--- config.mk ---
export PLATFORM = sky130hd
export DESIGN_NAME = rpit_cell
export DESIGN_NICKNAME = d
export VERILOG_FILES = /design/src/rtl/rpit_pkg.sv /design/src/rtl/rpit_cell.sv
export SDC_FILE = /design/constraint.sdc
export NUM_CORES = 1
export LEC_CHECK = 0
export BUFFER_PORTS_ARGS = -buffer_cell sky130_fd_sc_hd__buf_2
export CAP_MARGIN = 5
export CORE_MARGIN = 4
export CORE_UTILIZATION = 29
export DETAILED_ROUTE_END_ITERATION = 6
export SETUP_SLACK_MARGIN = 0.1
export SLEW_MARGIN = 15
export SYNTH_ARGS = -nofsm -noshare
export SYNTH_HDL_FRONTEND = slang
export SYNTH_SLANG_ARGS = --single-unit
--- constraint.sdc ---
create_clock -name i_clk -period 6 [get_ports i_clk]
set_input_delay 0 -clock i_clk [delete_from_list [all_inputs] [get_ports i_clk]]
set_output_delay 0 -clock i_clk [all_outputs]
set_load 0.02 [all_outputs]
--- src/rtl/rpit_pkg.sv ---
package rpit_pkg;

    localparam int COORD_W = 32;
    localparam int INDEX_W = 10;
    localparam int COUNT_W = 16;
    localparam logic [COUNT_W-1:0] COUNT_MAX = '1;

    typedef enum logic [1:0] {
        MD_ADD = 2'd0,
        MD_REF = 2'd1,
        MD_REL = 2'd2,
        MD_QRY = 2'd3
    } t_mode;

    typedef enum logic [1:0] {
        ST_EXIST = 2'd0,
        ST_NEW   = 2'd1,
        ST_FULL  = 2'd2
    } t_status;

    // word handed from cell to cell
    typedef struct packed {
        logic                valid;
        t_mode               mode;
        logic [COORD_W-1:0]  x;
        logic [COORD_W-1:0]  y;
        logic [INDEX_W-1:0]  idx;
        logic                done;
        t_status             status;
        logic [INDEX_W-1:0]  res_index;
        logic [COUNT_W-1:0]  cnt;
        logic                vis;
    } t_word;

    function automatic logic [COUNT_W-1:0] bump(input logic [COUNT_W-1:0] c);
        return (c == COUNT_MAX) ? COUNT_MAX : c + COUNT_W'(1);
    endfunction

endpackage

--- src/rtl/rpit_cell.sv ---
module rpit_cell #(
    parameter int CELL_INDEX = 0
) (
    input  logic            i_clk,
    input  logic            i_rst_n,
    input  rpit_pkg::t_word i_word,
    output rpit_pkg::t_word o_word
);

    localparam logic [rpit_pkg::INDEX_W-1:0] MY_INDEX = rpit_pkg::INDEX_W'(CELL_INDEX);

    rpit_pkg::t_word                  r_word, n_word;
    logic                             r_used, n_used;
    logic [rpit_pkg::COORD_W-1:0]     r_x, n_x;
    logic [rpit_pkg::COORD_W-1:0]     r_y, n_y;
    logic [rpit_pkg::COUNT_W-1:0]     r_cnt, n_cnt;
    logic                             r_vis, n_vis;
    logic                             idx_hit;

    assign idx_hit = (32'(i_word.idx) == 32'(CELL_INDEX));

    always_comb begin
        n_word = i_word;
        n_used = r_used;
        n_x    = r_x;
        n_y    = r_y;
        n_cnt  = r_cnt;
        n_vis  = r_vis;
        if (i_word.valid && !i_word.done) begin
            case (i_word.mode)
                rpit_pkg::MD_ADD: begin
                    if (r_used && r_x == i_word.x && r_y == i_word.y) begin
                        n_cnt            = rpit_pkg::bump(r_cnt);
                        n_word.done      = 1'b1;
                        n_word.status    = rpit_pkg::ST_EXIST;
                        n_word.res_index = MY_INDEX;
                        n_word.cnt       = n_cnt;
                        n_word.vis       = r_vis;
                    end else if (!r_used) begin
                        // first free slot: append
                        n_used           = 1'b1;
                        n_x              = i_word.x;
                        n_y              = i_word.y;
                        n_cnt            = rpit_pkg::COUNT_W'(1);
                        n_vis            = 1'b1;
                        n_word.done      = 1'b1;
                        n_word.status    = rpit_pkg::ST_NEW;
                        n_word.res_index = MY_INDEX;
                        n_word.cnt       = n_cnt;
                        n_word.vis       = 1'b1;
                    end
                end
                rpit_pkg::MD_REF: begin
                    if (idx_hit) begin
                        n_cnt       = rpit_pkg::bump(r_cnt);
                        n_vis       = 1'b1;
                        n_word.done = 1'b1;
                        n_word.cnt  = n_cnt;
                        n_word.vis  = 1'b1;
                    end
                end
                rpit_pkg::MD_REL: begin
                    if (idx_hit) begin
                        if (r_cnt != '0) begin
                            n_cnt = r_cnt - rpit_pkg::COUNT_W'(1);
                        end
                        if (n_cnt == '0) begin
                            n_x   = '0;
                            n_y   = '0;
                            n_vis = 1'b0;
                        end
                        n_word.done = 1'b1;
                        n_word.cnt  = n_cnt;
                        n_word.vis  = n_vis;
                    end
                end
                rpit_pkg::MD_QRY: begin
                    if (idx_hit) begin
                        n_word.done = 1'b1;
                        n_word.cnt  = r_cnt;
                        n_word.vis  = r_vis;
                    end
                end
                default: begin
                    n_word = i_word;
                end
            endcase
        end
    end

    always_ff @(posedge i_clk) begin
        if (!i_rst_n) begin
            r_word.valid <= 1'b0;
            r_used       <= 1'b0;
            r_cnt        <= '0;
            r_vis        <= 1'b0;
        end else begin
            r_word.valid <= n_word.valid;
            r_used       <= n_used;
            r_cnt        <= n_cnt;
            r_vis        <= n_vis;
        end
        r_word.mode      <= n_word.mode;
        r_word.x         <= n_word.x;
        r_word.y         <= n_word.y;
        r_word.idx       <= n_word.idx;
        r_word.done      <= n_word.done;
        r_word.status    <= n_word.status;
        r_word.res_index <= n_word.res_index;
        r_word.cnt       <= n_word.cnt;
        r_word.vis       <= n_word.vis;
        r_x              <= n_x;
        r_y              <= n_y;
    end

    assign o_word = r_word;

endmodule

==> results of run 1 <==
## cell families after synthesis
logic type | share of synthesized area (%)
flops | 51.9
fa+ha+maj | 0.880
xor+xnor | 7.29
mux | 1.22
compound gates | 15.1
simple gates | 20.2
buf+inv | 3.53
## per-stage QoR
step	hold WS, ns	total power (µW)	util, %	setup WS [ns]	area [µm²]
2_1_floorplan	0.0277	1710	-	0.320	8530
3_3_place_gp	0.116	1890	34.5	1.40	9940
3_5_place_dp	0.122	1890	34.5	1.36	9940
4_1_cts	0.189	3140	40.4	1.31	11700
5_1_grt	0.215	3240	40.4	1.07	11700
6_report	0.219	3110	40.4	1.31	11700
## layout make-up
cell class	instances	area, µm²	area share [%]
sequential	189	4420	38.0
tap	384	480	4.12
multi-input combinational	569	3810	32.7
inverter	22	82.6	0.709
timing repair buffer	333	2230	19.2
clock buffer	19	453	3.89
clock inverter	13	164	1.41
antenna	1	2.50	0.0215
## path summary, 6_finish.rpt
kind | to | slack (ns) | depth (start not counted)
max | r_x[11]$_SDFFCE_PP0P_ | 1.31 | 10
min | o_word[35]$_DFF_P_ | 0.22 | 2
max reg2reg | r_x[11]$_SDFFCE_PP0P_ | 1.31 | 10
min reg2reg | r_vis$_SDFFE_PN0P_ | 0.52 | 2
## critical path: cells and delay by family, from the launching register on
family                     cells  cell delay (ns)
AOI/OAI and AO/OA              3             1.07
adders and majority gates      1             0.24
buffers and inverters          2             0.84
DFF                            1             0.42
muxes                          1             0.41
and+or+nand+nor                3             1.25
## flip-flops by register name, summed over array words and instances (netlist names)
signal / count
r_used: 1
r_x: 32
r_vis: 1
o_word: 107
r_cnt: 16
r_y: 32
## cell usage in the layout, fill, tap and decap left out, types with 7 or more instances in the layout
| cell | n |
|---|---|
| nor2b_1 | 65 |
| buf_4 | 9 |
| a221o_1 | 8 |
| mux2i_1 | 7 |
| and2_1 | 17 |
| nor4_1 | 20 |
| o31ai_1 | 14 |
| nor3_1 | 23 |
| buf_2 | 215 |
| or4_1 | 8 |
| dfxtp_1 | 125 |
| o21ai_0 | 22 |
| nand2_1 | 47 |
| clkbuf_16 | 17 |
| or3_1 | 7 |
| nand3_1 | 13 |
| xor2_1 | 14 |
| xnor2_1 | 57 |
| inv_1 | 20 |
| nand2b_1 | 17 |
| nor2_1 | 38 |
| dlygate4sd3_1 | 109 |
| a31oi_1 | 10 |
| a311oi_1 | 8 |
| edfxtp_1 | 64 |
| a21oi_1 | 34 |
| nand4_1 | 28 |
## metal layers
layer,wire length (µm),track usage [%]
met3,2620,5.11
met1,12500,23.0
met2,13900,29.2
met4,573,5.97
met5,0,0
## report_power, final
part	switching, µW	total, µW	internal (µW)
registers	29.5	1420	1390
clock network	567	1190	622
logic	287	500	213
==> flow_summary_export.csv, run 1 <==
group,metric,value,unit
synthesis,netlist_instances,835,
clock_tree,cts_tree,"yes",
synthesis,synth_edf_count,64,
critical_path,crit_arrival,4.75,ns
synthesis,ys_types,70,
timing,min_period,4.69,ns
timing,drv_slew,0,
routing,wl,29500,µm
timing,max_clock_freq,213,MHz
floorplan,placementRows,62,
critical_path,crit_start,"r_cnt[0]$_SDFFE_PN0P_",
global_routing,grt_pass1_wl,46000,µm
layout,n_fill_cell,2824,
synthesis,synth_ff_type,"dfxtp_1",
synthesis,ys_seq_area_share,51.9,%
floorplan,die_area,32200,µm²
critical_path,crit_type,"reg -> reg",
floorplan,die_x,180,µm
power_and_ir_drop,power_density,267,nW/µm²
floorplan,initial_core_util,29.6,%
timing,tightest_slew,1.09,ns
placement,numPlacedInstances,1388,
layout,fin_nets,1247,
clock_tree,clock-sinks,189,
status,status,"finished clean",
worst_hold_path,min_from,"i_word[35]",
synthesis,synthTopCellsByArea,"dfxtp_1 29%, edfxtp_1 23%, xnor2_1 5.9%",
clock_tree,cts_hold_buf,109,
critical_path,critPathLaunchType,"register",
timing,fin_crit_sh,78.1,%
floorplan,ios,216,
synthesis,synth_top_area_share,29.3,%
floorplan,coreArea,28900,µm²
global_routing,antenna_found_initial,1,
power_and_ir_drop,ir_worst_vdd,188,µV
routing,post-route-drc-count,0,
routing,vias,7794,
critical_path,reg2reg_from,"r_cnt[0]$_SDFFE_PN0P_",
timing,finalHoldViolations,0,
routing,wire_per_inst,19.3,µm
power_and_ir_drop,leakage,0.00456,µW
clock_tree,cts_made_buffers,17,
routing,drt_pass1_iterations,5,
clock_tree,path_clk_slew,0.08,ns
floorplan,die_y,180,µm
synthesis,syn-cell-area,8530,µm²
synthesis,ys_ff_latch,189,
layout,layout.cells.non_filler,1530,
critical_path,critPathMaxFanout,64,
clock_tree,cts_resized,0,
synthesis,async_flop_share,0,%
routing,drtIter0Drc,777,
critical_path,crit_path_top_delay_cell,"buf_4",
clock_tree,htree_levels,4,
global_routing,overflow,0,
clock_tree,clockRootBuffer,"clkbuf_16",
synthesis,synth_fp_nets,950,
timing,slew_headroom,26.5,%
global_routing,grt_use_total,17.9,%
timing,fin_tns_setup,0,ns
routing,viasPerCell,5.09,
layout,drive_gt1_share,23.8,%
critical_path,max_stage_delay,0.68,ns
worst_hold_path,hold_path.class,"in -> reg",
critical_path,crit_path_end_kind,"register",
critical_path,required,6.07,ns
placement,gp_congestion,0.992,
synthesis,synthMostInstantiatedCell,"dfxtp_1",
global_routing,first_global_vias,7938,
clock_tree,clk_latency,0.44,ns
placement,hpwl,20500,µm
timing,finalClockSkew,0.0135,ns
synthesis,yosys.area.top_type,"dfxtp_1",
timing,rsz0062_at_grt,"no",
critical_path,path_cells,"inv_1 > ha_1 > or4b_1 > nor4_1 > mux2_2 > nand3b_1 > a2111o_1 > o41a_1 > a2111oi_4 > buf_4",
synthesis,syn_area_per_cell,10.2,µm²
layout,synthToLayoutAreaGrowth,36.6,%
placement,port_buffers,215,
clock_tree,cts_setup_buffers,0,
timing,setup_viol,0,
synthesis,yosys_warnings,0,
global_routing,grt_max_degree,74,
synthesis,ys_top_cells_by_count,"125 x dfxtp_1, 65 x nor2b_1, 64 x edfxtp_1",
flow_run,max_cap_viol_count,0,
routing,drtAntennaViolNets,0,
clock_tree,clockBufferDepth,2,
No activity file was read; power rests on OpenSTA's default activity.
==> run 2: changes to the inputs <==
==> constraint.sdc (replaced) <==
create_clock -name i_clk -period 4.1 [get_ports i_clk]
set_input_delay 0 -clock i_clk [delete_from_list [all_inputs] [get_ports i_clk]]
set_output_delay 0 -clock i_clk [all_outputs]
set_load 0.02 [all_outputs]
==> run 2 against run 1 <==
  * Die area stayed put
  * Routed wire length is 6.2% higher
  * First-iteration DRC count is 2.1% lower
  * Setup slack worse by 1.0 ns
  * Cell count is 1.8% higher
  * Cell area is 2.6% higher
  * Sequential share of layout area is 0.96 points lower
  * Clock power is 42% higher
  * Combinational power is 56% higher
  * Clock skew is 0.0020 ns lower
  * Critical path depth is 1 higher
  * Critical endpoint is now r_y[2]$_SDFFCE_PP0P_
==> flow_summary_export.csv, run 2 (same netlist as run 1, synthesis figures left out) <==
group,metric,value,unit
status,status,"finished clean",
critical_path,cp.buffers_inverters,3,
power_and_ir_drop,ir_worst_vdd,232,µV
layout,final_common_cell,"buf_2",
global_routing,grt_pass1_wl,47500,µm
power_and_ir_drop,switching_share,28.2,%
critical_path,max_stage_delay,0.53,ns
routing,drtAntennaViolNets,0,
clock_tree,clock-sinks,189,
power_and_ir_drop,pwr-share-clk,37.1,%
layout,final_cell_mix,"215 x buf_2, 124 x dfxtp_1, 109 x dlygate4sd3_1",
clock_tree,cts_made_buffers,17,
timing,fin_crit_sh,93.4,%
clock_tree,htree_levels,4,
global_routing,grt_use_total,18.9,%
routing,viasPerCell,5.15,
timing,max_clock_freq,261,MHz
critical_path,critPathMaxFanout,16,
routing,post-route-drc-count,0,
timing,finalClockSkew,0.0115,ns
critical_path,path_cells,"inv_1 > ha_4 > or4b_4 > nor4_4 > mux2_4 > nand3b_1 > a2111o_1 > o41a_1 > a2111oi_4 > buf_12 > buf_12",
layout,fin_nets,1276,
layout,drive_gt1_share,26.1,%
routing,wire_per_inst,20.1,µm
layout,synthToLayoutAreaGrowth,40.2,%
routing,drtIter0Drc,761,
power_and_ir_drop,pwr-share-comb,17.2,%
critical_path,crit_path_top_delay_cell,"or4b_4",
global_routing,use_met2,29.8,%
floorplan,die_x,180,µm
critical_path,crit_arrival,3.98,ns
global_routing,grt_max_degree,73,
timing,drv_slew,0,
power_and_ir_drop,power_density,380,nW/µm²
global_routing,top_usage_layer,"met2",
worst_hold_path,hold_depth,2,
layout,num_antenna_cells,0,
timing,slew_headroom,42.9,%
floorplan,die_area,32200,µm²
timing,tightest_slew,0.849,ns
placement,hpwl,22800,µm
routing,wl,31400,µm
routing,vias,8017,
timing,finalHoldViolations,0,
power_and_ir_drop,p_int,3260,µW
critical_path,crit_path_end_kind,"register",
flow_run,max_cap_viol_count,0,
timing,min_period,3.83,ns
critical_path,crit_cells,11,
critical_path,crit_top_cell,"buf_12",
placement,placed_cell_area,10300,µm²
power_and_ir_drop,power_frac_seq,45.7,%
global_routing,antenna_found_initial,0,
clock_tree,clockBufferDepth,2,
floorplan,die_y,180,µm
critical_path,crit_type,"reg -> reg",
clock_tree,path_clk_slew,0.08,ns
floorplan,coreArea,28900,µm²
clock_tree,clk_latency,0.44,ns
power_and_ir_drop,p_switching,1280,µW
routing,drt_pass1_iterations,5,
timing,setup_viol,0,
critical_path,critPathLaunchType,"register",
placement,port_buffers,215,
global_routing,first_global_vias,7939,
critical_path,crit_family,"compound AO/OA/AOI/OAI gates",
placement,numPlacedInstances,1417,
timing,rsz0062_at_grt,"no",
critical_path,r2r_cells,11,
placement,gp_congestion,0.986,
layout,finalInstanceArea,12000,µm²
clock_tree,cts_tree,"yes",
global_routing,grt_use_met3,5.70,%
clock_tree,cts_resized,0,
floorplan,initial_core_util,29.6,%
layout,largest_reg_flops,107,
global_routing,overflow,0,
clock_tree,clockRootBuffer,"clkbuf_16",
floorplan,ios,216,
critical_path,required,4.25,ns
layout,layout.cells.non_filler,1558,
worst_hold_path,hold_path.class,"in -> reg",
power_and_ir_drop,leakage,0.00472,µW
global_routing,met1_usage,24.5,%
floorplan,placementRows,62,
-- run 2: stage by stage --
step	TNS, ns	util, %	power, µW	setup WS [ns]	hold slack, ns
2_1_floorplan	-75.32	-	2520	-1.18	0.0277
3_3_place_gp	0	35.6	2800	0.339	0.119
3_5_place_dp	0	35.6	2810	0.285	0.119
4_1_cts	0	41.4	4580	0.258	0.189
5_1_grt	0	41.4	4730	0.107	0.202
6_report	0	41.4	4540	0.269	0.223
-- run 2: worst register-to-register path: stages (launching register included) --
cell and delay [ns]:
dfxtp_1 0.41, inv_1 0.16, ha_4 0.16, or4b_4 0.53, nor4_4 0.21, mux2_4 0.36, nand3b_1 0.17, a2111o_1 0.40
o41a_1 0.37, a2111oi_4 0.37, buf_12 0.22, buf_12 0.18
-- run 2: power groups by stage --
stage | registers (µW) | clock network [µW] | logic, µW
after global routing | 2080 | 1810 | 835
after CTS | 2070 | 1730 | 774
after floorplan | 2190 | 0 | 325
final | 2070 | 1690 | 779
after global placement | 2110 | 0 | 690
after detailed placement | 2120 | 0 | 690
-- run 2: worst paths after layout --
path,slack [ns],start,end
worst max-delay path,0.27,r_cnt[1]$_SDFFE_PN0P_,r_y[2]$_SDFFCE_PP0P_
worst min-delay path,0.22,i_word[32],o_word[32]$_DFF_P_
worst max register to register,0.27,r_cnt[1]$_SDFFE_PN0P_,r_y[2]$_SDFFCE_PP0P_
worst min register to register,0.50,r_vis$_SDFFE_PN0P_,r_vis$_SDFFE_PN0P_
-- run 2: repair_timing --
item / in CTS / in global routing
hold endpoints to repair: 176 / 0
hold buffers: 109 / 0
buffers inserted: 0 / 0
-- run 2: layer usage --
| metal | vias up | part of all wire, % |
|---|---|---|
| li1 | 3713 | - |
| met1 | 3818 | 42 |
| met2 | 424 | 46 |
| met3 | 62 | 9.2 |
| met4 | 0 | 3.4 |
| met5 | - | 0 |
-- run 2: cell type report --
type	instances	area, µm²
well taps	384	480
clock buffers	20	447
multi-input cells	569	3860
clock inverters	12	158
fillers	2834	16900
inverters	22	87.6
repair buffers	362	2500
flip-flops and latches	189	4430
==> run 3: changes to the inputs <==
--- a/config.mk
+++ b/config.mk
@@ -7,9 +7,11 @@
 export LEC_CHECK = 0
 export BUFFER_PORTS_ARGS = -buffer_cell sky130_fd_sc_hd__buf_2
 export CAP_MARGIN = 5
+export CORE_ASPECT_RATIO = 0.9
 export CORE_MARGIN = 4
 export CORE_UTILIZATION = 29
 export DETAILED_ROUTE_END_ITERATION = 6
+export GPL_TIMING_DRIVEN = 0
 export SETUP_SLACK_MARGIN = 0.1
 export SLEW_MARGIN = 15
 export SYNTH_ARGS = -nofsm -noshare
==> constraint.sdc (replaced) <==
create_clock -name i_clk -period 4.36 [get_ports i_clk]
set_input_delay 0 -clock i_clk [delete_from_list [all_inputs] [get_ports i_clk]]
set_output_delay 0 -clock i_clk [all_outputs]
set_load 0.02 [all_outputs]
==> run 3 against run 2 <==
  * The run now ends with DRC left
  * Sequential cell count is the same
  * Critical path depth grew 2
  * Cell area is essentially flat
  * Clock skew grew 0.0016 ns
==> flow_summary_export.csv, run 3 (same netlist as run 1, synthesis figures left out) <==
group,metric,value,unit
layout,synthToLayoutAreaGrowth,40.2,%
floorplan,die_area,32200,µm²
timing,final.setup.worst_slack,0.226,ns
clock_tree,cts_tree,"yes",
flow_run,max_cap_viol_count,0,
clock_tree,clk_latency,0.45,ns
power_and_ir_drop,switching_share,29.2,%
placement,port_buffers,214,
power_and_ir_drop,p_int,3040,µW
clock_tree,cts_made_buffers,17,
power_and_ir_drop,p_switching,1250,µW
timing,min_period,4.13,ns
timing,drv_slew,0,
routing,wire_per_inst,20.1,µm
floorplan,die_x,189,µm
routing,drt_pass1_iterations,7,
routing,viasPerCell,5.19,
power_and_ir_drop,power_frac_seq,45.3,%
power_and_ir_drop,pwr-share-clk,37.4,%
floorplan,coreArea,28900,µm²
critical_path,critPathMaxFanout,12,
timing,rsz0062_at_grt,"no",
timing,setup_viol,0,
layout,n_fill_cell,2817,
critical_path,crit_path_end_kind,"register",
clock_tree,clockBufferDepth,2,
critical_path,crit_arrival,4.29,ns
timing,holdWs,0.146,ns
power_and_ir_drop,pwr-share-comb,17.2,%
placement,gp_congestion,1.00,
timing,slew_headroom,29.7,%
critical_path,r2r_end,"r_y[11]$_SDFFCE_PP0P_",
global_routing,grt_max_degree,20,
floorplan,die_y,171,µm
critical_path,critPathLaunchType,"register",
routing,drtIter0Drc,1021,
timing,tightest_slew,1.05,ns
global_routing,top_usage_layer,"met2",
critical_path,worst-r2r-setup-slack,0.23,ns
timing,finalClockSkew,0.0131,ns
routing,drtAntennaViolNets,0,
layout,drive_gt1_share,23.8,%
timing,fin_crit_sh,94.8,%
worst_hold_path,min_to,"r_cnt[8]$_SDFFE_PN0P_",
worst_hold_path,min_from,"i_rst_n",
global_routing,grt_use_met3,6.45,%
worst_hold_path,hold_depth,3,
worst_hold_path,hold_path.class,"in -> reg",
critical_path,r2r_cells,13,
layout,final_common_cell,"buf_2",
power_and_ir_drop,ir_worst_vdd,372,µV
clock_tree,htree_levels,4,
global_routing,grt_pass1_wl,48500,µm
critical_path,reg2reg_from,"r_cnt[10]$_SDFFE_PN0P_",
global_routing,met1_usage,24.9,%
global_routing,grt_use_total,19.5,%
power_and_ir_drop,power_density,359,nW/µm²
layout,final_cell_mix,"217 x buf_2, 123 x dfxtp_1, 107 x dlygate4sd3_1",
power_and_ir_drop,leakage,0.00466,µW
clock_tree,clock-sinks,189,
timing,max_clock_freq,242,MHz
floorplan,placementRows,59,
global_routing,first_global_vias,8436,
status,status,"finished with violations",
critical_path,required,4.52,ns
clock_tree,path_clk_slew,0.08,ns
layout,largest_reg_flops,107,
timing,finalHoldViolations,0,
routing,vias,8274,
routing,post-route-drc-count,4,
routing,wl,32000,µm
placement,dp_slack,-0.286,ns
global_routing,use_met2,30.9,%
floorplan,ios,216,
layout,fin_nets,1298,
placement,hpwl,22900,µm
status,violations,"DRC",
clock_tree,clockRootBuffer,"clkbuf_16",
global_routing,overflow,0,
critical_path,crit_type,"reg -> reg",
floorplan,initial_core_util,29.5,%
global_routing,antenna_found_initial,2,
[run 3: cell types whose count changed in the layout (fill, tap and decap cells not counted), moves of 3 or more]
cell,change
clkbuf_1,+43
buf_4,-32
buf_6,+5
buf_1,+4
buf_12,-4
inv_8,+4
buf_8,+3
clkinv_4,-3
[run 3: how the worst max path moves through the flow]
stage                      startpoint                    end  slack [ns]
4_1_cts         r_cnt[0]$_SDFFE_PN0P_  r_y[16]$_SDFFCE_PP0P_        0.20
5_1_grt         r_cnt[0]$_SDFFE_PN0P_  r_x[16]$_SDFFCE_PP0P_        0.11
3_5_place_dp    r_cnt[1]$_SDFFE_PN0P_  r_y[18]$_SDFFCE_PP0P_       -0.29
2_1_floorplan   r_cnt[0]$_SDFFE_PN0P_   r_x[0]$_SDFFCE_PP0P_       -0.92
6_report       r_cnt[10]$_SDFFE_PN0P_  r_y[11]$_SDFFCE_PP0P_        0.23
3_3_place_gp    r_cnt[1]$_SDFFE_PN0P_  r_y[20]$_SDFFCE_PP0P_       -2.40
[run 3: cell type report]
type / instances / area, µm² / share of cell area [%]
timing repair buffer: 329 / 2240 / 18.7
clock buffer: 19 / 464 / 3.88
tap: 396 / 495 / 4.14
inverter: 22 / 87.6 / 0.732
sequential: 189 / 4430 / 37.0
buffer: 55 / 235 / 1.97
antenna: 1 / 2.50 / 0.0209
multi-input combinational: 569 / 3870 / 32.4
clock inverter: 13 / 140 / 1.17
[run 3: timing repair]
action                                  in CTS  in global routing
hold buffers                               107                  0
pin swaps                                    1                  0
cloned                                       0                  0
buffers inserted                             2                  0
hold endpoints to repair                   171                  0
endpoints found under the setup margin      51                 21
resized for setup                            2                  3
[run 3: stage by stage]
| step | util (%) | total power (µW) | cell area (µm²) | TNS [ns] | instances |
|---|---|---|---|---|---|
| floorplan | - | 2370 | 8600 | -58.68 | 835 |
| global placement | 35.1 | 2620 | 10200 | -153.39 | 1445 |
| detailed placement | 35.4 | 2630 | 10200 | -8.16 | 1451 |
| CTS | 41.3 | 4310 | 11900 | 0 | 1592 |
| global route | 41.3 | 4470 | 12000 | 0 | 1593 |
| finish | 41.3 | 4290 | 12000 | 0 | 1593 |
[run 3: power by group through the flow]
| stage | sequential (µW) | clock (µW) | combinational [µW] |
|---|---|---|---|
| floorplan | 2060 | 0 | 306 |
| global placement | 1990 | 0 | 637 |
| detailed placement | 1990 | 0 | 646 |
| CTS | 1950 | 1640 | 726 |
| global route | 1960 | 1720 | 791 |
| finish | 1950 | 1610 | 740 |
[run 3: layer usage]
metal | wire length [µm] | share of wire [%]
met1 | 13200 | 41
met3 | 3460 | 11
met2 | 14100 | 44
met4 | 1270 | 4.0
met5 | 12 | 0.037
[run 3: worst max-delay path, stage by stage (launching register included)]
cell       delay, ns
dfxtp_1         0.30
clkbuf_1        0.24
or4_1           0.49
buf_2           0.20
or4_4           0.49
o31ai_4         0.24
nand2b_1        0.09
a2111o_1        0.46
o41a_1          0.37
a2111oi_4       0.31
buf_6           0.16
buf_6           0.15
buf_8           0.17
buf_8           0.16
